==> src/hdl/ihex_pkg.sv <==
// ---------------------------------------------------------------------------
// ihex_pkg
// Shared types, constants and helpers of the Intel HEX record encoder.
// ---------------------------------------------------------------------------
package ihex_pkg;

  // address space holds 2^ADDR_BITS bytes (16..20)
  localparam int ADDR_BITS = 20;

  localparam int Q_DEPTH  = 4;
  localparam int Q_PTR_W  = $clog2(Q_DEPTH);
  localparam int Q_CNT_W  = $clog2(Q_DEPTH + 1);

  localparam logic [7:0] CH_COLON = 8'h3A;
  localparam logic [7:0] CH_ZERO  = 8'h30;
  localparam logic [7:0] CH_ONE   = 8'h31;
  localparam logic [7:0] CH_TWO   = 8'h32;
  localparam logic [7:0] CH_F     = 8'h46;
  localparam logic [7:0] CH_CR    = 8'h0D;
  localparam logic [7:0] CH_LF    = 8'h0A;

  // one classified byte handed from front to back
  typedef struct packed {
    logic        seg_rec;   // segment record comes first
    logic        row_hdr;   // data record header before the digits
    logic        row_end;   // checksum and CR LF after the digits
    logic        eof_rec;   // end record closes the file
    logic [3:0]  seg_nib;   // segment bits 15..12
    logic [15:0] offset;
    logic [7:0]  data;
    logic [7:0]  row_sum;   // record sum including this byte
  } ihex_job_t;

  typedef struct packed {
    logic empty;
    logic full;
  } ihex_qstat_t;

  function automatic logic [7:0] hex_digit(input logic [3:0] n);
    logic [7:0] r;
    if (n < 4'd10) begin
      r = CH_ZERO + {4'h0, n};
    end else begin
      r = 8'h37 + {4'h0, n};
    end
    return r;
  endfunction

endpackage

==> src/hdl/ihex_if.sv <==
// ---------------------------------------------------------------------------
// ihex_if
// Valid/ready channels of the encoder: byte input and character output.
// ---------------------------------------------------------------------------
interface ihex_in_if;
  logic       valid;
  logic       ready;
  logic [7:0] data_byte;

  modport source (output valid, output data_byte, input ready);
  modport sink   (input valid, input data_byte, output ready);
endinterface

interface ihex_out_if;
  logic       valid;
  logic       ready;
  logic [7:0] text_char;
  logic       last_char;
  logic       file_done;

  modport source (output valid, output text_char, output last_char, output file_done,
                  input ready);
  modport sink   (input valid, input text_char, input last_char, input file_done,
                  output ready);
endinterface

==> src/hdl/ihex_front.sv <==
// ---------------------------------------------------------------------------
// ihex_front
// Tracks the byte address and record sum, classifies each byte into a job.
// ---------------------------------------------------------------------------
module ihex_front (
  input  logic                 clk,
  input  logic                 rst_n,
  input  logic                 in_valid,
  output logic                 in_ready,
  input  logic [7:0]           in_data,
  input  ihex_pkg::ihex_qstat_t q_stat,
  output logic                 push,
  output ihex_pkg::ihex_job_t  job
);

  logic [ihex_pkg::ADDR_BITS-1:0] addr_r, addr_nxt;
  logic [7:0]                     sum_r, sum_nxt;
  logic                           fin_r, fin_nxt;
  logic [7:0]                     base_sum;

  // bytes after the end record are taken and dropped
  assign in_ready = fin_r || !q_stat.full;
  assign push     = in_valid && in_ready && !fin_r;

  always_comb begin
    job.offset  = addr_r[15:0];
    job.seg_nib = 4'(addr_r >> 16);
    job.seg_rec = (addr_r[15:0] == 16'h0000);
    job.row_hdr = (addr_r[3:0] == 4'h0);
    job.row_end = (addr_r[3:0] == 4'hF);
    job.eof_rec = (addr_r == {ihex_pkg::ADDR_BITS{1'b1}});
    job.data    = in_data;
    base_sum    = job.row_hdr ? 8'(8'h10 + addr_r[15:8] + addr_r[7:0]) : sum_r;
    job.row_sum = 8'(base_sum + in_data);
  end

  always_comb begin
    addr_nxt = addr_r;
    sum_nxt  = sum_r;
    fin_nxt  = fin_r;
    if (push) begin
      addr_nxt = addr_r + 1'b1;
      sum_nxt  = job.row_sum;
      fin_nxt  = job.eof_rec;
    end
  end

  always_ff @(posedge clk) begin
    if (!rst_n) begin
      addr_r <= '0;
      sum_r  <= '0;
      fin_r  <= 1'b0;
    end else begin
      addr_r <= addr_nxt;
      sum_r  <= sum_nxt;
      fin_r  <= fin_nxt;
    end
  end

endmodule

==> src/hdl/ihex_queue.sv <==
// ---------------------------------------------------------------------------
// ihex_queue
// Short job queue between the classifying front and the character back.
// ---------------------------------------------------------------------------
module ihex_queue (
  input  logic                  clk,
  input  logic                  rst_n,
  input  logic                  push,
  input  ihex_pkg::ihex_job_t   wr_job,
  input  logic                  pop,
  output ihex_pkg::ihex_job_t   head,
  output ihex_pkg::ihex_qstat_t stat
);

  ihex_pkg::ihex_job_t              slot_r [ihex_pkg::Q_DEPTH];
  logic [ihex_pkg::Q_PTR_W-1:0]     wr_ptr_r, wr_ptr_nxt;
  logic [ihex_pkg::Q_PTR_W-1:0]     rd_ptr_r, rd_ptr_nxt;
  logic [ihex_pkg::Q_CNT_W-1:0]     cnt_r, cnt_nxt;

  assign stat.empty = (cnt_r == '0);
  assign stat.full  = (cnt_r == ihex_pkg::Q_CNT_W'(ihex_pkg::Q_DEPTH));
  assign head       = slot_r[rd_ptr_r];

  always_comb begin
    wr_ptr_nxt = push ? wr_ptr_r + 1'b1 : wr_ptr_r;
    rd_ptr_nxt = pop  ? rd_ptr_r + 1'b1 : rd_ptr_r;
    cnt_nxt    = cnt_r;
    if (push && !pop) begin
      cnt_nxt = cnt_r + 1'b1;
    end else if (pop && !push) begin
      cnt_nxt = cnt_r - 1'b1;
    end
  end

  always_ff @(posedge clk) begin
    if (push) begin
      slot_r[wr_ptr_r] <= wr_job;
    end
  end

  always_ff @(posedge clk) begin
    if (!rst_n) begin
      wr_ptr_r <= '0;
      rd_ptr_r <= '0;
      cnt_r    <= '0;
    end else begin
      wr_ptr_r <= wr_ptr_nxt;
      rd_ptr_r <= rd_ptr_nxt;
      cnt_r    <= cnt_nxt;
    end
  end

  a_no_overflow: assert property (@(posedge clk) disable iff (!rst_n)
    push |-> !stat.full)
    else $error("job queue written while full");

  a_no_underflow: assert property (@(posedge clk) disable iff (!rst_n)
    pop |-> !stat.empty)
    else $error("job queue read while empty");

  a_count_bound: assert property (@(posedge clk) disable iff (!rst_n)
    cnt_r <= ihex_pkg::Q_CNT_W'(ihex_pkg::Q_DEPTH))
    else $error("job queue count out of range");

endmodule

==> src/hdl/ihex_back.sv <==
// ---------------------------------------------------------------------------
// ihex_back
// Walks the character layout of the head job into the output register,
// one character per cycle while a job waits and the output is not stalled.
// ---------------------------------------------------------------------------
module ihex_back (
  input  logic                  clk,
  input  logic                  rst_n,
  input  ihex_pkg::ihex_job_t   head,
  input  ihex_pkg::ihex_qstat_t q_stat,
  output logic                  pop,
  output logic                  out_valid,
  input  logic                  out_ready,
  output logic [7:0]            out_char,
  output logic                  out_last,
  output logic                  out_done
);

  // layout of the characters one byte can cause
  localparam logic [5:0] P_SEG     = 6'd0;
  localparam logic [5:0] P_SEG_END = 6'd16;
  localparam logic [5:0] P_HDR     = 6'd17;
  localparam logic [5:0] P_DAT     = 6'd26;
  localparam logic [5:0] P_DAT_END = 6'd27;
  localparam logic [5:0] P_TRL     = 6'd28;
  localparam logic [5:0] P_TRL_END = 6'd31;
  localparam logic [5:0] P_EOF     = 6'd32;
  localparam logic [5:0] P_EOF_END = 6'd44;

  logic [5:0] pos_r, pos_nxt;
  logic       active_r, active_nxt;
  logic       vld_r, vld_nxt;
  logic [7:0] char_r;
  logic       last_r;
  logic       done_r;
  logic [5:0] cur_pos;
  logic       load;
  logic       job_end;
  logic [7:0] ch;
  logic [7:0] seg_ck;
  logic [7:0] row_ck;

  assign seg_ck = 8'(8'h00 - (8'h04 + {head.seg_nib, 4'h0}));
  assign row_ck = 8'(8'h00 - head.row_sum);

  always_comb begin
    if (active_r) begin
      cur_pos = pos_r;
    end else if (head.seg_rec) begin
      cur_pos = P_SEG;
    end else if (head.row_hdr) begin
      cur_pos = P_HDR;
    end else begin
      cur_pos = P_DAT;
    end
  end

  always_comb begin
    unique case (cur_pos) inside
      6'd0, 6'd17, 6'd32:                  ch = ihex_pkg::CH_COLON;
      6'd2, 6'd8:                          ch = ihex_pkg::CH_TWO;
      6'd1, [6'd3:6'd7], [6'd10:6'd12]:    ch = ihex_pkg::CH_ZERO;
      6'd9:                                ch = ihex_pkg::hex_digit(head.seg_nib);
      6'd13:                               ch = ihex_pkg::hex_digit(seg_ck[7:4]);
      6'd14:                               ch = ihex_pkg::hex_digit(seg_ck[3:0]);
      6'd15, 6'd30, 6'd43:                 ch = ihex_pkg::CH_CR;
      6'd16, 6'd31, 6'd44:                 ch = ihex_pkg::CH_LF;
      6'd18, 6'd40:                        ch = ihex_pkg::CH_ONE;
      6'd19, 6'd24, 6'd25, [6'd33:6'd39]:  ch = ihex_pkg::CH_ZERO;
      6'd20:                               ch = ihex_pkg::hex_digit(head.offset[15:12]);
      6'd21:                               ch = ihex_pkg::hex_digit(head.offset[11:8]);
      6'd22:                               ch = ihex_pkg::hex_digit(head.offset[7:4]);
      6'd23:                               ch = ihex_pkg::hex_digit(head.offset[3:0]);
      6'd26:                               ch = ihex_pkg::hex_digit(head.data[7:4]);
      6'd27:                               ch = ihex_pkg::hex_digit(head.data[3:0]);
      6'd28:                               ch = ihex_pkg::hex_digit(row_ck[7:4]);
      6'd29:                               ch = ihex_pkg::hex_digit(row_ck[3:0]);
      6'd41, 6'd42:                        ch = ihex_pkg::CH_F;
      default:                             ch = 8'h00;
    endcase
  end

  always_comb begin
    job_end = ((cur_pos == P_DAT_END) && !head.row_end && !head.eof_rec)
           || ((cur_pos == P_TRL_END) && !head.eof_rec)
           || (cur_pos == P_EOF_END);
    // skip the sections this byte does not need
    if (cur_pos == P_SEG_END) begin
      pos_nxt = head.row_hdr ? P_HDR : P_DAT;
    end else if (cur_pos == P_DAT_END) begin
      pos_nxt = head.row_end ? P_TRL : P_EOF;
    end else begin
      pos_nxt = cur_pos + 6'd1;
    end
  end

  assign load = !q_stat.empty && (!vld_r || out_ready);
  assign pop  = load && job_end;

  always_comb begin
    active_nxt = active_r;
    vld_nxt    = vld_r;
    if (load) begin
      active_nxt = !job_end;
      vld_nxt    = 1'b1;
    end else if (out_ready) begin
      vld_nxt    = 1'b0;
    end
  end

  always_ff @(posedge clk) begin
    if (load) begin
      pos_r  <= pos_nxt;
      char_r <= ch;
      last_r <= job_end;
      done_r <= job_end && (cur_pos == P_EOF_END);
    end
  end

  always_ff @(posedge clk) begin
    if (!rst_n) begin
      active_r <= 1'b0;
      vld_r    <= 1'b0;
    end else begin
      active_r <= active_nxt;
      vld_r    <= vld_nxt;
    end
  end

  assign out_valid = vld_r;
  assign out_char  = char_r;
  assign out_last  = last_r;
  assign out_done  = done_r;

  a_done_is_last: assert property (@(posedge clk) disable iff (!rst_n)
    (vld_r && done_r) |-> last_r)
    else $error("end of file not on the last character of a byte");

  a_hold_stalled: assert property (@(posedge clk) disable iff (!rst_n)
    (vld_r && !out_ready) |=> (vld_r && $stable(char_r)))
    else $error("stalled output word changed");

endmodule

==> src/hdl/intel_hex_record_encoder_core.sv <==
// ---------------------------------------------------------------------------
// intel_hex_record_encoder_core
// Turns a byte stream from address 0 into Intel HEX text with segment
// records, 16-byte data records and an end record.
// ---------------------------------------------------------------------------
//  channel  dir  word                               handshake
//  in_ch    in   data_byte[7:0]                     valid/ready
//  out_ch   out  text_char[7:0] last_char file_done valid/ready
//
//  one output character per cycle from the output register while out_ch is
//  ready and a job waits; a byte causes 2 to 28 characters (45 characters
//  per 16-byte row), so the single character port sets the sustained rate.
//  a 4-deep job queue lets the input take bytes while characters drain.
//  rst_n is synchronous; bytes after the end record are taken and dropped.
// ---------------------------------------------------------------------------
module intel_hex_record_encoder_core (
  input  logic              clk,
  input  logic              rst_n,
  ihex_in_if.sink           in_ch,
  ihex_out_if.source        out_ch
);

  ihex_pkg::ihex_job_t   wr_job;
  ihex_pkg::ihex_job_t   head;
  ihex_pkg::ihex_qstat_t q_stat;
  logic                  push;
  logic                  pop;

  ihex_front u_front (
    .clk      (clk),
    .rst_n    (rst_n),
    .in_valid (in_ch.valid),
    .in_ready (in_ch.ready),
    .in_data  (in_ch.data_byte),
    .q_stat   (q_stat),
    .push     (push),
    .job      (wr_job)
  );

  ihex_queue u_queue (
    .clk    (clk),
    .rst_n  (rst_n),
    .push   (push),
    .wr_job (wr_job),
    .pop    (pop),
    .head   (head),
    .stat   (q_stat)
  );

  ihex_back u_back (
    .clk       (clk),
    .rst_n     (rst_n),
    .head      (head),
    .q_stat    (q_stat),
    .pop       (pop),
    .out_valid (out_ch.valid),
    .out_ready (out_ch.ready),
    .out_char  (out_ch.text_char),
    .out_last  (out_ch.last_char),
    .out_done  (out_ch.file_done)
  );

endmodule

==> src/flat_wrapper.sv <==
// flat-port wrapper written by rule: the top's interface ports become plain ports
module intel_hex_record_encoder_core_flat 
  (clk, rst_n, in_ch_valid, in_ch_data_byte, in_ch_ready, out_ch_valid, out_ch_text_char, out_ch_last_char, out_ch_file_done, out_ch_ready);
  ihex_in_if in_ch_i ();
  ihex_out_if out_ch_i ();
  input  logic clk;
  input  logic rst_n;
  input wire logic [$bits(in_ch_i.valid)-1:0] in_ch_valid;
  input wire logic [$bits(in_ch_i.data_byte)-1:0] in_ch_data_byte;
  output wire logic [$bits(in_ch_i.ready)-1:0] in_ch_ready;
  output wire logic [$bits(out_ch_i.valid)-1:0] out_ch_valid;
  output wire logic [$bits(out_ch_i.text_char)-1:0] out_ch_text_char;
  output wire logic [$bits(out_ch_i.last_char)-1:0] out_ch_last_char;
  output wire logic [$bits(out_ch_i.file_done)-1:0] out_ch_file_done;
  input wire logic [$bits(out_ch_i.ready)-1:0] out_ch_ready;
  assign in_ch_i.valid = in_ch_valid;
  assign in_ch_i.data_byte = in_ch_data_byte;
  assign in_ch_ready = in_ch_i.ready;
  assign out_ch_valid = out_ch_i.valid;
  assign out_ch_text_char = out_ch_i.text_char;
  assign out_ch_last_char = out_ch_i.last_char;
  assign out_ch_file_done = out_ch_i.file_done;
  assign out_ch_i.ready = out_ch_ready;
  intel_hex_record_encoder_core u_core (.clk(clk), .rst_n(rst_n), .in_ch(in_ch_i), .out_ch(out_ch_i));
endmodule
==> config.mk <==
export PLATFORM = sky130hd
export DESIGN_NAME = intel_hex_record_encoder_core_flat
export DESIGN_NICKNAME = d
export VERILOG_FILES = /design/src/hdl/ihex_pkg.sv /design/src/hdl/ihex_if.sv /design/src/hdl/ihex_front.sv /design/src/hdl/ihex_queue.sv /design/src/hdl/ihex_back.sv /design/src/hdl/intel_hex_record_encoder_core.sv /design/src/flat_wrapper.sv
export SDC_FILE = /design/constraint.sdc
export NUM_CORES = 1
export LEC_CHECK = 0
export CAP_MARGIN = 20
export CORE_ASPECT_RATIO = 0.75
export CORE_MARGIN = 4
export CORE_UTILIZATION = 45
export CTS_CLUSTER_SIZE = 8
export DETAILED_ROUTE_END_ITERATION = 8
export DONT_BUFFER_PORTS = 1
export SLEW_MARGIN = 15
export SYNTH_ARGS = -nofsm -noshare
export SYNTH_HDL_FRONTEND = slang
export SYNTH_SLANG_ARGS = --single-unit
==> constraint.sdc <==
create_clock -name clk -period 7.1 [get_ports clk]
set_input_delay 0.355 -clock clk [delete_from_list [all_inputs] [get_ports clk]]
set_output_delay 0.355 -clock clk [all_outputs]
set_load 0.01 [all_outputs]
==> After elaboration in Yosys (flattened, before gate mapping) <==
Memory sizes are Yosys's and may differ from the RTL's. A register that Yosys moved wholly into a read port is not among the register bits.
Index checks and enable logic that the tools add are counted.
W data, S select, Z words.
{ "op_classes": {"addsub": 34, "n_lt_le_gt_ge": 17, "eq_ne": 32, "muxes": 27, "reduce_logical": 39} }
{ "op_table": {"columns": ["op", "count"], "rows": [
  ["$add A6 B4 Y7 const A", 22],
  ["$pmux W7 S18", 1],
  ["$eq A6 B5 Y1 const B", 16],
  ["$mux W7", 11],
  ["$lt A4 B4 Y1 const B", 11],
  ["$eq A6 B6 Y1 const B", 6],
  ["$eq A6 B4 Y1 const B", 5],
  ["$mux W6", 5],
  ["$add A20 B1 Y20 const B", 1],
  ["$eq A20 B20 Y1 const B", 1],
  ["$add A8 B8 Y8", 2],
  ["$logic_not A16 Y1", 1],
  ["$sub A1 B8 Y8 const A", 2],
  ["$logic_and A1 B1 Y1", 13],
  ["$logic_not A1 Y1", 9],
  ["$reduce_or A3 Y1", 3],
  ["$add A3 B8 Y8 const A", 1],
  ["$add A5 B8 Y8 const A", 1],
  ["$mux W8", 1],
  ["$reduce_or A7 Y1", 1],
  ["$add A6 B1 Y6 const B", 1],
  ["$eq A6 B1 Y1 const B", 1],
  ["$eq A6 B2 Y1 const B", 1],
  ["$ge A6 B2 Y1 const B", 1],
  ["other kinds (20)", 32]
]} }
{ "word_totals": {"n_memories": 1, "in_bits": 12, "output_inout_bits": 12, "ram_bits": 160, "ff_bits": 54, "wordCells": 162} }
{ "memory_table": {"columns": ["name", "depth", "width", "read_ports", "rd_ports_with_merged_regs", "wr", "line_no", "source"], "rows": [
  ["u_core.u_queue.slot_r", 4, 40, 1, 1, 1, "ihex_queue.sv:15", "ihex_pkg::ihex_job_t slot_r [ihex_pkg::Q_DEPTH];"]
]} }

==> Depth between registers and ports, before layout <==
Gate-level depths: netlist (run 1).
{ "depth": {"word_depth": 12, "depth_mapped": 18, "depth_no_buf": 15} }

==> By module <==
Synthesis (run 1) repeated with hierarchy kept, for this count alone.
{ "unflattened": {"hier_cells": 908, "hier_area_um2": 11162.0} }
{ "modules_own_cells": {"columns": ["module", "seq_area_each_um2", "cells_each", "instances", "area_each_um2"], "rows": [
  ["ihex_queue", 4984.8, 252, 1, 6262.3],
  ["ihex_back", 490.5, 408, 1, 2855.2],
  ["ihex_front", 580.6, 248, 1, 2044.5]
]} }

==> Worst setup path after synthesis (run 1) <==
No wires, ideal clock.
{ "synth_timing": {"path_type": "register -> register", "start": "register (tool-made name)", "end": "register u_core.u_queue.cnt_r[2] in the netlist's numbering", "synth_period_minus_slack_ps": 3880, "arrival_time_ps": 3804, "t_required_ps": 7024, "slack_ps": 3220, "stages_incl_launch_ff": 17, "setup_time_ps": 76, "n_path_buf": 3, "path_cell_list": "dfxtp_1 > buf_6 > buf_12 > mux4_2 > o31ai_1 > inv_1 > ha_1 > clkbuf_1 > nand4_1 > nand2_1 > o21ai_1 > ha_1 > inv_1 > fa_1 > xor2_1 > or3_1 > a21boi_0"} }
{ "synth_rtl": {"columns": ["element", "line_no", "source"], "rows": [
  ["end signal: assignment", "ihex_queue.sv:49", "cnt_r <= cnt_nxt;"],
  ["end: declaration", "ihex_queue.sv:18", "logic [ihex_pkg::Q_CNT_W-1:0] cnt_r, cnt_nxt;"]
]} }

==> report_table.html, run 1 <==
<table>
<tr><th>Metric</th><th>Value</th></tr>
<tr><th colspan="2">Yosys</th></tr>
<tr><td>Async set-or-reset flop fraction in the synthesized netlist</td><td>0%</td></tr>
<tr><td>Top area cells in the synthesized netlist</td><td>sky130_fd_sc_hd__edfxtp_1, sky130_fd_sc_hd__dfxtp_1, sky130_fd_sc_hd__mux4_2</td></tr>
<tr><td>Syn_area_per_cell</td><td>12.4 µm²</td></tr>
<tr><td>Number of synthesized flops with an enable pin</td><td>175</td></tr>
<tr><td>Post-Synthesis Cell Area</td><td>11200 µm²</td></tr>
<tr><td>Sequential element share of the synthesized area</td><td>54.3%</td></tr>
<tr><td>Unique cell type count in the Yosys netlist</td><td>77</td></tr>
<tr><td>Top cell type by total area after synthesis</td><td>sky130_fd_sc_hd__edfxtp_1</td></tr>
<tr><td>Synth warnings</td><td>0</td></tr>
<tr><td>Top_reg_cell synth</td><td>sky130_fd_sc_hd__edfxtp_1</td></tr>
<tr><td>Syn nets</td><td>957</td></tr>
<tr><td>Number of instances in the synthesized netlist</td><td>899</td></tr>
<tr><td>Number of synthesized register bits</td><td>215</td></tr>
<tr><td>Proportion of netlist area held by the largest area contributor</td><td>47.1%</td></tr>
<tr><th colspan="2">Timing</th></tr>
<tr><td>Worst clock skew</td><td>0.0336 ns</td></tr>
<tr><td>Final min period</td><td>4.84 ns</td></tr>
<tr><td>RSZ-0062 raised after global routing</td><td>false</td></tr>
<tr><td>Tcrit/Tclk final</td><td>68.1%</td></tr>
<tr><td>Setup-failing EPs final</td><td>0</td></tr>
<tr><td>Sum of negative setup slack</td><td>0 ns</td></tr>
<tr><td>Slew Limit Fails</td><td>0</td></tr>
<tr><td>Slew at the pin with the worst max-slew slack</td><td>0.858 ns</td></tr>
<tr><td>Final hold violation count</td><td>0</td></tr>
<tr><td>Highest achievable clock rate</td><td>207 MHz</td></tr>
<tr><td>Rel. slew slack</td><td>42.3%</td></tr>
<tr><th colspan="2">Worst setup path</th></tr>
<tr><td>Max FO, Critical Path</td><td>22</td></tr>
<tr><td>Critical path's largest stage delay</td><td>0.71 ns</td></tr>
<tr><td>Cell breakdown of the critical path</td><td>buf_4 -&gt; mux2_2 -&gt; mux2i_1 -&gt; o31ai_1 -&gt; inv_1 -&gt; ha_1 -&gt; nand4_1 -&gt; nand2_1 -&gt; o21ai_1 -&gt; ha_1 -&gt; inv_1 -&gt; fa_1 -&gt; xor2_1 -&gt; or3_1 -&gt; a21boi_0</td></tr>
<tr><td>Startpoint type of the worst setup path</td><td>register</td></tr>
<tr><td>Critical path buffer and inverter count</td><td>3</td></tr>
<tr><td>Cell type group with the largest total delay on the critical path</td><td>adder cells</td></tr>
<tr><td>Crit. End Element</td><td>register</td></tr>
<tr><td>Flop-to-flop setup slack</td><td>2.26 ns</td></tr>
<tr><td>Cell with the largest stage delay on the worst path</td><td>sky130_fd_sc_hd__dfxtp_2</td></tr>
<tr><td>Depth of the critical timing path with buffers and inverters included</td><td>15</td></tr>
<tr><td>Worst Reg2Reg Path Length in Cells</td><td>15</td></tr>
<tr><td>CP required</td><td>7.56 ns</td></tr>
<tr><td>CP endpoint</td><td>u_core.u_queue.cnt_r[2]$_SDFFE_PN0P_</td></tr>
<tr><td>Arrival time at the worst endpoint</td><td>5.30 ns</td></tr>
<tr><td>Terminus of the critical flop-to-flop path</td><td>u_core.u_queue.cnt_r[2]$_SDFFE_PN0P_</td></tr>
<tr><td>Startpoint-to-endpoint class of the critical path</td><td>register to register</td></tr>
<tr><th colspan="2">Pwr</th></tr>
<tr><td>IR Drop Worst-Case VDD</td><td>232 µV</td></tr>
<tr><td>Leakage power total</td><td>0.00438 µW</td></tr>
<tr><td>Power per cell area</td><td>314 nW/µm²</td></tr>
<tr><th colspan="2">GRT</th></tr>
<tr><td>Combined global-route utilization of all metal layers</td><td>19.3%</td></tr>
<tr><td>Top Usage Layer GRT</td><td>met1</td></tr>
<tr><td>Global-route wire length before repair</td><td>41.0 mm</td></tr>
<tr><td>GRT met2 Usage</td><td>28.1%</td></tr>
<tr><td>M1 GR Usage</td><td>30.1%</td></tr>
<tr><td>Initial antenna violation count</td><td>1</td></tr>
<tr><td>Via count of the first global-routing pass</td><td>6923</td></tr>
<tr><td>Pin count of the biggest net entering global routing</td><td>41</td></tr>
<tr><td>Met3 layer usage reported by global route</td><td>3.81%</td></tr>
<tr><td>Global-route congestion overflow total</td><td>0</td></tr>
<tr><th colspan="2">Routing</th></tr>
<tr><td>DR WL/cell</td><td>20.8 µm</td></tr>
<tr><td>DR vias</td><td>7274</td></tr>
<tr><td>Overall routed net length</td><td>26.4 mm</td></tr>
<tr><td>Detailed-route DRC error count</td><td>0</td></tr>
<tr><td>Via density</td><td>5.74</td></tr>
<tr><td>First-pass DRT Iterations</td><td>6</td></tr>
<tr><td>Iteration-0 DRC count of the detailed router</td><td>631</td></tr>
<tr><td>Residual antenna-violating net count after detailed routing</td><td>0</td></tr>
<tr><th colspan="2">Die</th></tr>
<tr><td>Row count</td><td>49</td></tr>
<tr><td>Initial Utilization</td><td>46.2%</td></tr>
<tr><td>Die W</td><td>190 µm</td></tr>
<tr><td>Die Height</td><td>144 µm</td></tr>
<tr><td>Total die area</td><td>27400 µm²</td></tr>
<tr><td>Standard cell core area</td><td>24200 µm²</td></tr>
<tr><td>Total I/O pin count</td><td>24</td></tr>
<tr><th colspan="2">Clock network</th></tr>
<tr><td>Number of sinks handled by clock tree synthesis</td><td>215</td></tr>
<tr><td>Clock tree root buffer cell</td><td>sky130_fd_sc_hd__clkbuf_16</td></tr>
<tr><td>Cells resized by post-CTS repair</td><td>0</td></tr>
<tr><td>Longest Clk Path Bufs</td><td>3</td></tr>
<tr><td>Clock Pin Slew Worst Setup and Hold Paths</td><td>0.05 ns</td></tr>
<tr><td>Number of buffers created by CTS</td><td>30</td></tr>
<tr><td>Depth of the CTS H-tree</td><td>1</td></tr>
<tr><td>TritonCTS clock tree</td><td>built</td></tr>
<tr><td>Clock Latency Late Sink</td><td>0.56 ns</td></tr>
<tr><th colspan="2">Place</th></tr>
<tr><td>Quantity of I/O buffers inserted on ports</td><td>0</td></tr>
<tr><td>Dpl hpwl</td><td>17.4 mm</td></tr>
<tr><td>RD Place Congestion</td><td>0.880</td></tr>
<tr><th colspan="2">Worst hold path</th></tr>
<tr><td>HP Class</td><td>input port to register</td></tr>
<tr><th colspan="2">Cells and area</th></tr>
<tr><td>Fin nets</td><td>971</td></tr>
<tr><td>Layout cell share with drive strength beyond 1</td><td>11.0%</td></tr>
<tr><td>Count of inserted antenna diode cells</td><td>0</td></tr>
<tr><td>Final Core Density</td><td>51.4%</td></tr>
<tr><td>Layout overhead on the synthesized area</td><td>11.3%</td></tr>
<tr><th colspan="2">Outcome</th></tr>
<tr><td>Outcome</td><td>finished clean</td></tr>
<tr><th colspan="2">Run</th></tr>
<tr><td>Max Cap Violations</td><td>0</td></tr>
</table>
[worst reg2reg max path: cells and delay by family, from the launching register on]
kind            cells  cell delay (ns)
mux                 2             0.38
flops               1             0.71
buf+inv             3             0.74
fa+ha+maj           3             1.05
simple gates        3             0.69
xor+xnor            1             0.18
compound gates      3             1.01
[flip-flops by register name, summed over array words and instances, names as in the netlist, named ones only]
signal / count
u_core.u_back.active_r: 1
u_core.u_back.out_char: 7
u_core.u_back.out_done: 1
u_core.u_back.out_last: 1
u_core.u_back.out_valid: 1
u_core.u_back.pos_r: 6
u_core.u_front.addr_r: 20
u_core.u_front.fin_r: 1
u_core.u_front.sum_r: 8
u_core.u_queue.cnt_r: 3
u_core.u_queue.rd_ptr_r: 2
u_core.u_queue.slot_r: 160
u_core.u_queue.wr_ptr_r: 2
[layer usage]
metal | vias to the layer above | part of all wire, %
li1 | 3441 | -
met1 | 3597 | 51
met2 | 194 | 41
met3 | 42 | 6.0
met4 | 0 | 1.7
met5 | - | 0
[power breakdown]
group	switching (µW)	internal, µW	total (µW)
Clock	518	793	1310
Sequential	112	1570	1680
Combinational	578	333	911
[worst min path at each step]
stage                                                     from                                endpoint  slack, ns  cells after the start
after floorplan           u_core.u_front.sum_r[0]$_SDFFE_PN0P_    u_core.u_front.sum_r[0]$_SDFFE_PN0P_       0.44                      2
after global placement    u_core.u_front.sum_r[6]$_SDFFE_PN0P_    u_core.u_front.sum_r[6]$_SDFFE_PN0P_       0.45                      2
after detailed placement                    in_ch_data_byte[5]  u_core.u_queue.slot_r[2][13]$_DFFE_PP_       0.45                      0
after CTS                                                rst_n    u_core.u_front.sum_r[7]$_SDFFE_PN0P_      0.006                      3
after global routing                                     rst_n    u_core.u_front.sum_r[7]$_SDFFE_PN0P_       0.03                      3
final                                                    rst_n    u_core.u_front.sum_r[7]$_SDFFE_PN0P_       0.04                      3
[synth_stat cells, types with 3 or more instances]
| master | number |
|---|---|
| sky130_fd_sc_hd__nand4_1 | 12 |
| sky130_fd_sc_hd__nand2b_1 | 8 |
| sky130_fd_sc_hd__clkbuf_1 | 19 |
| sky130_fd_sc_hd__nand4b_1 | 3 |
| sky130_fd_sc_hd__dfxtp_1 | 40 |
| sky130_fd_sc_hd__a21boi_0 | 13 |
| sky130_fd_sc_hd__a21oi_1 | 39 |
| sky130_fd_sc_hd__buf_4 | 4 |
| sky130_fd_sc_hd__and2_1 | 29 |
| sky130_fd_sc_hd__o21bai_1 | 6 |
| sky130_fd_sc_hd__o21ai_1 | 5 |
| sky130_fd_sc_hd__mux4_2 | 34 |
| sky130_fd_sc_hd__inv_1 | 47 |
| sky130_fd_sc_hd__mux4_1 | 5 |
| sky130_fd_sc_hd__ha_1 | 43 |
| sky130_fd_sc_hd__nor3b_1 | 3 |
| sky130_fd_sc_hd__nand3b_1 | 4 |
| sky130_fd_sc_hd__a31oi_1 | 7 |
| sky130_fd_sc_hd__o22ai_1 | 9 |
| sky130_fd_sc_hd__nor2b_1 | 17 |
| sky130_fd_sc_hd__buf_2 | 9 |
| sky130_fd_sc_hd__nor4b_1 | 3 |
| sky130_fd_sc_hd__a2111oi_0 | 4 |
| sky130_fd_sc_hd__fa_1 | 3 |
| sky130_fd_sc_hd__o221ai_1 | 4 |
| sky130_fd_sc_hd__o21ai_0 | 31 |
| sky130_fd_sc_hd__o211ai_1 | 6 |
| sky130_fd_sc_hd__a21o_1 | 7 |
| sky130_fd_sc_hd__nor2_1 | 36 |
| sky130_fd_sc_hd__a211oi_1 | 8 |
| sky130_fd_sc_hd__o2111ai_1 | 6 |
| sky130_fd_sc_hd__mux2i_1 | 6 |
| sky130_fd_sc_hd__and3_1 | 5 |
| sky130_fd_sc_hd__mux2_2 | 6 |
| sky130_fd_sc_hd__xnor2_1 | 43 |
| sky130_fd_sc_hd__xor2_1 | 9 |
| sky130_fd_sc_hd__or3_1 | 8 |
| sky130_fd_sc_hd__nand3_1 | 26 |
| sky130_fd_sc_hd__nand2_1 | 73 |
| sky130_fd_sc_hd__and4_1 | 5 |
| sky130_fd_sc_hd__edfxtp_1 | 175 |
| sky130_fd_sc_hd__nor4_1 | 9 |
| sky130_fd_sc_hd__nor3_1 | 21 |
| sky130_fd_sc_hd__or2_2 | 5 |
[placed cells by master (no fill, tap or decap), drive strengths merged, types with 7 or more instances in the layout]
cell type    Yosys  final
clkbuf          19     55
a211oi           8      8
or2              7      7
a31oi            7      7
nand4           12     12
dfxtp           40     40
or3              8      8
a21boi          13     13
nor2            38     38
edfxtp         175    175
dlygate4sd3      0      9
o21ai           37     37
a21o             7      7
nor3            21     21
inv             47     47
and2            29     29
buf             18     10
xnor2           44     44
nand2           73     73
nand3           26     26
mux4            39     39
xor2             9      9
nor4            11     11
nand2b           8      8
o22ai            9      9
a21oi           39     39
nor2b           17     17
ha              43     43
[cells by family after synthesis]
family                     share of synthesized area, %
and+or+nand+nor                                    13.7
DFF                                                54.3
buffers and inverters                              3.52
muxes                                              9.18
other                                            0.0336
adders and majority gates                          5.36
AOI/OAI and AO/OA                                  9.68
xor gates and xnor gates                           4.23
[metrics by stage]
stage | worst slack (ns) | std cells | instance area, µm² | hold WS, ns | total power [µW]
final | 2.26 | 1268 | 12400 | 0.0355 | 3900
after global routing | 1.90 | 1268 | 12400 | 0.0268 | 4110
after CTS | 2.29 | 1268 | 12400 | 0.00619 | 3930
after detailed placement | 2.36 | 1202 | 11400 | 0.454 | 2590
after global placement | 2.47 | 1202 | 11400 | 0.451 | 2590
after floorplan | 3.22 | 899 | 11200 | 0.444 | 2330
[layout make-up]
type                            count  area [µm²]
Sequential cell                   215        6060
Clock buffer                       55         845
Multi-Input combinational cell    599        4710
Inverter                           48         180
Timing Repair Buffer               19         178
Clock inverter                      1        30.0
Tap cell                          331         414
Fill cell                        2111       11700
[repair_timing]
item,4_1_cts,5_1_grt
buffers inserted,0,0
hold buffers,10,0
endpoints found under the hold margin,71,0
Power figures use the tool's default switching activity.
==> run 2: changes to the inputs <==
Clock period 7.1 ns to 4.85 ns, I/O delays scaled along.
==> report_table.html, run 2 (synthesized netlist as in run 1, its figures left out) <==
<table>
<tr><th>Metric</th><th>Value</th></tr>
<tr><th colspan="2">Outcome</th></tr>
<tr><td>Outcome</td><td>finished clean (unchanged)</td></tr>
<tr><th colspan="2">Place</th></tr>
<tr><td>Dpl hpwl</td><td>18.2 mm (was 17.4 mm)</td></tr>
<tr><td>Quantity of I/O buffers inserted on ports</td><td>0 (unchanged)</td></tr>
<tr><td>RD Place Congestion</td><td>0.880 (about the same)</td></tr>
<tr><th colspan="2">Routing</th></tr>
<tr><td>First-pass DRT Iterations</td><td>6 (unchanged)</td></tr>
<tr><td>Via density</td><td>5.72 (was 5.74)</td></tr>
<tr><td>Overall routed net length</td><td>26.6 mm (was 26.4 mm)</td></tr>
<tr><td>Residual antenna-violating net count after detailed routing</td><td>0 (unchanged)</td></tr>
<tr><td>DR WL/cell</td><td>20.9 µm (was 20.8 µm)</td></tr>
<tr><td>DR vias</td><td>7273 (was 7274)</td></tr>
<tr><td>Iteration-0 DRC count of the detailed router</td><td>654 (was 631)</td></tr>
<tr><td>Detailed-route DRC error count</td><td>0 (unchanged)</td></tr>
<tr><th colspan="2">Clock network</th></tr>
<tr><td>Number of sinks handled by clock tree synthesis</td><td>215 (unchanged)</td></tr>
<tr><td>Depth of the CTS H-tree</td><td>1 (unchanged)</td></tr>
<tr><td>Clock tree root buffer cell</td><td>sky130_fd_sc_hd__clkbuf_16 (unchanged)</td></tr>
<tr><td>Clock Latency Late Sink</td><td>0.56 ns (about the same)</td></tr>
<tr><td>Longest Clk Path Bufs</td><td>3 (unchanged)</td></tr>
<tr><td>Post-CTS Setup Inserts</td><td>0 (unchanged)</td></tr>
<tr><td>TritonCTS clock tree</td><td>built (unchanged)</td></tr>
<tr><td>Clock Pin Slew Worst Setup and Hold Paths</td><td>0.05 ns (about the same)</td></tr>
<tr><td>Number of buffers created by CTS</td><td>31 (was 30)</td></tr>
<tr><th colspan="2">Worst setup path</th></tr>
<tr><td>Worst Reg2Reg Path Length in Cells</td><td>14 (was 15)</td></tr>
<tr><td>Startpoint-to-endpoint class of the critical path</td><td>register to register (unchanged)</td></tr>
<tr><td>CP required</td><td>5.33 ns (was 7.56 ns)</td></tr>
<tr><td>Terminus of the critical flop-to-flop path</td><td>u_core.u_queue.cnt_r[2]$_SDFFE_PN0P_ (unchanged)</td></tr>
<tr><td>Flop-to-flop setup slack</td><td>0.72 ns (was 2.26 ns)</td></tr>
<tr><td>Max FO, Critical Path</td><td>13 (was 22)</td></tr>
<tr><td>Arrival time at the worst endpoint</td><td>4.60 ns (was 5.30 ns)</td></tr>
<tr><td>Crit. End Element</td><td>register (unchanged)</td></tr>
<tr><td>Startpoint type of the worst setup path</td><td>register (unchanged)</td></tr>
<tr><th colspan="2">Timing</th></tr>
<tr><td>Worst clock skew</td><td>0.0216 ns (was 0.0336 ns)</td></tr>
<tr><td>Slew at the pin with the worst max-slew slack</td><td>0.730 ns (was 0.858 ns)</td></tr>
<tr><td>Final hold violation count</td><td>0 (unchanged)</td></tr>
<tr><td>Setup-failing EPs final</td><td>0 (unchanged)</td></tr>
<tr><td>Tcrit/Tclk final</td><td>85.1% (was 68.1%)</td></tr>
<tr><td>Rel. slew slack</td><td>50.9% (was 42.3%)</td></tr>
<tr><td>Slew Limit Fails</td><td>0 (unchanged)</td></tr>
<tr><td>Final min period</td><td>4.13 ns (was 4.84 ns)</td></tr>
<tr><td>Sum of negative setup slack</td><td>0 ns (unchanged)</td></tr>
<tr><td>Highest achievable clock rate</td><td>242 MHz (was 207 MHz)</td></tr>
<tr><td>RSZ-0062 raised after global routing</td><td>false (unchanged)</td></tr>
<tr><th colspan="2">Run</th></tr>
<tr><td>Max Cap Violations</td><td>0 (unchanged)</td></tr>
<tr><th colspan="2">GRT</th></tr>
<tr><td>Pin count of the biggest net entering global routing</td><td>42 (was 41)</td></tr>
<tr><td>Global-route wire length before repair</td><td>41.3 mm (was 41.0 mm)</td></tr>
<tr><td>Initial antenna violation count</td><td>0 (was 1)</td></tr>
<tr><td>Combined global-route utilization of all metal layers</td><td>19.5% (was 19.3%)</td></tr>
<tr><td>Global-route congestion overflow total</td><td>0 (unchanged)</td></tr>
<tr><td>Via count of the first global-routing pass</td><td>6967 (was 6923)</td></tr>
<tr><th colspan="2">Cells and area</th></tr>
<tr><td>Most common cell after layout, fill and taps aside</td><td>sky130_fd_sc_hd__edfxtp_1 (unchanged)</td></tr>
<tr><td>Count of inserted antenna diode cells</td><td>0 (unchanged)</td></tr>
<tr><td>Most frequent cells in the layout</td><td>sky130_fd_sc_hd__edfxtp_1, sky130_fd_sc_hd__nand2_1, sky130_fd_sc_hd__inv_1, sky130_fd_sc_hd__xnor2_1, sky130_fd_sc_hd__ha_1 (unchanged)</td></tr>
<tr><td>Number of flip-flops in the largest register</td><td>160 (unchanged)</td></tr>
<tr><td>Most flop-heavy register</td><td>u_core.u_queue.slot_r (unchanged)</td></tr>
<tr><td>Layout overhead on the synthesized area</td><td>12.0% (was 11.3%)</td></tr>
<tr><td>Layout cell share with drive strength beyond 1</td><td>11.5% (was 11.0%)</td></tr>
<tr><td>Fill cell total of the finished layout</td><td>2120 (was 2111)</td></tr>
<tr><td>Fin nets</td><td>974 (was 971)</td></tr>
<tr><td>Registers with the highest flip-flop counts</td><td>u_core.u_queue.slot_r x160, u_core.u_front.addr_r x20, u_core.u_front.sum_r x8 (unchanged)</td></tr>
<tr><th colspan="2">Pwr</th></tr>
<tr><td>Reg power frac</td><td>42.7% (was 43.1%)</td></tr>
<tr><td>Comb pwr share</td><td>23.2% (was 23.3%)</td></tr>
<tr><td>Power per cell area</td><td>460 nW/µm² (was 314 nW/µm²)</td></tr>
<tr><td>Internal power contribution</td><td>3990 µW (was 2700 µW)</td></tr>
<tr><td>Leakage power total</td><td>0.00442 µW (was 0.00438 µW)</td></tr>
<tr><td>Reported net switching power</td><td>1760 µW (was 1210 µW)</td></tr>
<tr><td>Share of total power in the clock network</td><td>34.1% (was 33.6%)</td></tr>
<tr><td>Overall power after layout</td><td>5750 µW (was 3900 µW)</td></tr>
<tr><td>Switching share of power</td><td>30.6% (was 30.9%)</td></tr>
<tr><td>IR Drop Worst-Case VDD</td><td>303 µV (was 232 µV)</td></tr>
<tr><th colspan="2">Worst hold path</th></tr>
<tr><td>Hold Path Cell Cnt</td><td>2 (was 3)</td></tr>
<tr><td>HP Class</td><td>input port to register (unchanged)</td></tr>
<tr><td>Hold_sp</td><td>rst_n (unchanged)</td></tr>
<tr><td>Destination of the worst hold path</td><td>u_core.u_queue.wr_ptr_r[1]$_SDFFE_PN0P_ (was u_core.u_front.sum_r[7]$_SDFFE_PN0P_)</td></tr>
<tr><th colspan="2">Die</th></tr>
<tr><td>Total I/O pin count</td><td>24 (unchanged)</td></tr>
<tr><td>Row count</td><td>49 (unchanged)</td></tr>
<tr><td>Standard cell core area</td><td>24200 µm² (unchanged)</td></tr>
<tr><td>Initial Utilization</td><td>46.2% (unchanged)</td></tr>
<tr><td>Total die area</td><td>27400 µm² (unchanged)</td></tr>
<tr><td>Die W</td><td>190 µm (unchanged)</td></tr>
<tr><td>Die Height</td><td>144 µm (unchanged)</td></tr>
</table>
==> run 2: changes by cell type in the layout (fill, tap and decap cells not counted) <==
cell and delta:
sky130_fd_sc_hd__buf_12 +3, sky130_fd_sc_hd__clkbuf_1 -1, sky130_fd_sc_hd__buf_4 -1, sky130_fd_sc_hd__clkinv_2 +2, sky130_fd_sc_hd__clkbuf_16 +1, sky130_fd_sc_hd__clkinv_16 -1
sky130_fd_sc_hd__inv_16 +1
==> run 2: worst max path at each step <==
stage                                      endpoint  depth (start not counted)
2_1_floorplan  u_core.u_queue.cnt_r[2]$_SDFFE_PN0P_                         16
3_3_place_gp   u_core.u_queue.cnt_r[2]$_SDFFE_PN0P_                         15
3_5_place_dp   u_core.u_queue.cnt_r[2]$_SDFFE_PN0P_                         15
4_1_cts        u_core.u_queue.cnt_r[2]$_SDFFE_PN0P_                         15
5_1_grt        u_core.u_queue.cnt_r[2]$_SDFFE_PN0P_                         14
6_report       u_core.u_queue.cnt_r[2]$_SDFFE_PN0P_                         14
==> run 2: power groups by stage <==
stage | sequential, µW | clock [µW] | combinational (µW)
floorplan | 2410 | 0 | 1000
global placement | 2490 | 0 | 1300
detailed placement | 2490 | 0 | 1300
CTS | 2460 | 2000 | 1330
global route | 2480 | 2090 | 1470
finish | 2460 | 1960 | 1330
==> run 2: repair_timing <==
action / 4_1_cts / 5_1_grt
hold buffers: 10 / 0
resized for setup: 0 / 0
endpoints found under the hold margin: 72 / 0
==> run 2: per-layer routing <==
layer	vias up	part of all wire, %	GRT usage (%)
li1	3450	-	-
met1	3566	50	30.8
met2	220	42	28.3
met3	37	6.5	3.40
met4	0	1.8	3.84
met5	-	0	0
==> run 2: final cells by class <==
type	count	area (µm²)	share of cell area, %
sequential	215	6060	48.5
tap	331	414	3.31
timing repair buffer	21	230	1.84
clock inverter	3	30.0	0.240
multi-input combinational	599	4710	37.7
clock buffer	55	866	6.93
inverter	48	180	1.44
==> run 2: worst max-delay path, cell delays in order, from the launching register on <==
cell                       delay (ns)
sky130_fd_sc_hd__dfxtp_2         0.51
sky130_fd_sc_hd__mux2_2          0.39
sky130_fd_sc_hd__or3_1           0.43
sky130_fd_sc_hd__nand2_1         0.20
sky130_fd_sc_hd__a21oi_1         0.13
sky130_fd_sc_hd__ha_1            0.37
sky130_fd_sc_hd__nand4_1         0.28
sky130_fd_sc_hd__nand2_1         0.11
sky130_fd_sc_hd__o21ai_1         0.26
sky130_fd_sc_hd__ha_1            0.23
sky130_fd_sc_hd__inv_1           0.07
sky130_fd_sc_hd__fa_1            0.43
sky130_fd_sc_hd__xor2_1          0.18
sky130_fd_sc_hd__or3_1           0.30
sky130_fd_sc_hd__a21boi_0        0.16
==> run 2: stage by stage <==
stage	hold slack [ns]	util, %	cells	cell area [µm²]	setup slack [ns]
2_1_floorplan	0.341	-	899	11200	0.970
6_report	0.0216	51.7	1272	12500	0.725
5_1_grt	0.0218	51.7	1272	12500	0.297
3_5_place_dp	0.342	47.6	1204	11500	0.752
3_3_place_gp	0.342	47.6	1204	11500	0.809
4_1_cts	0.00672	51.7	1272	12500	0.724
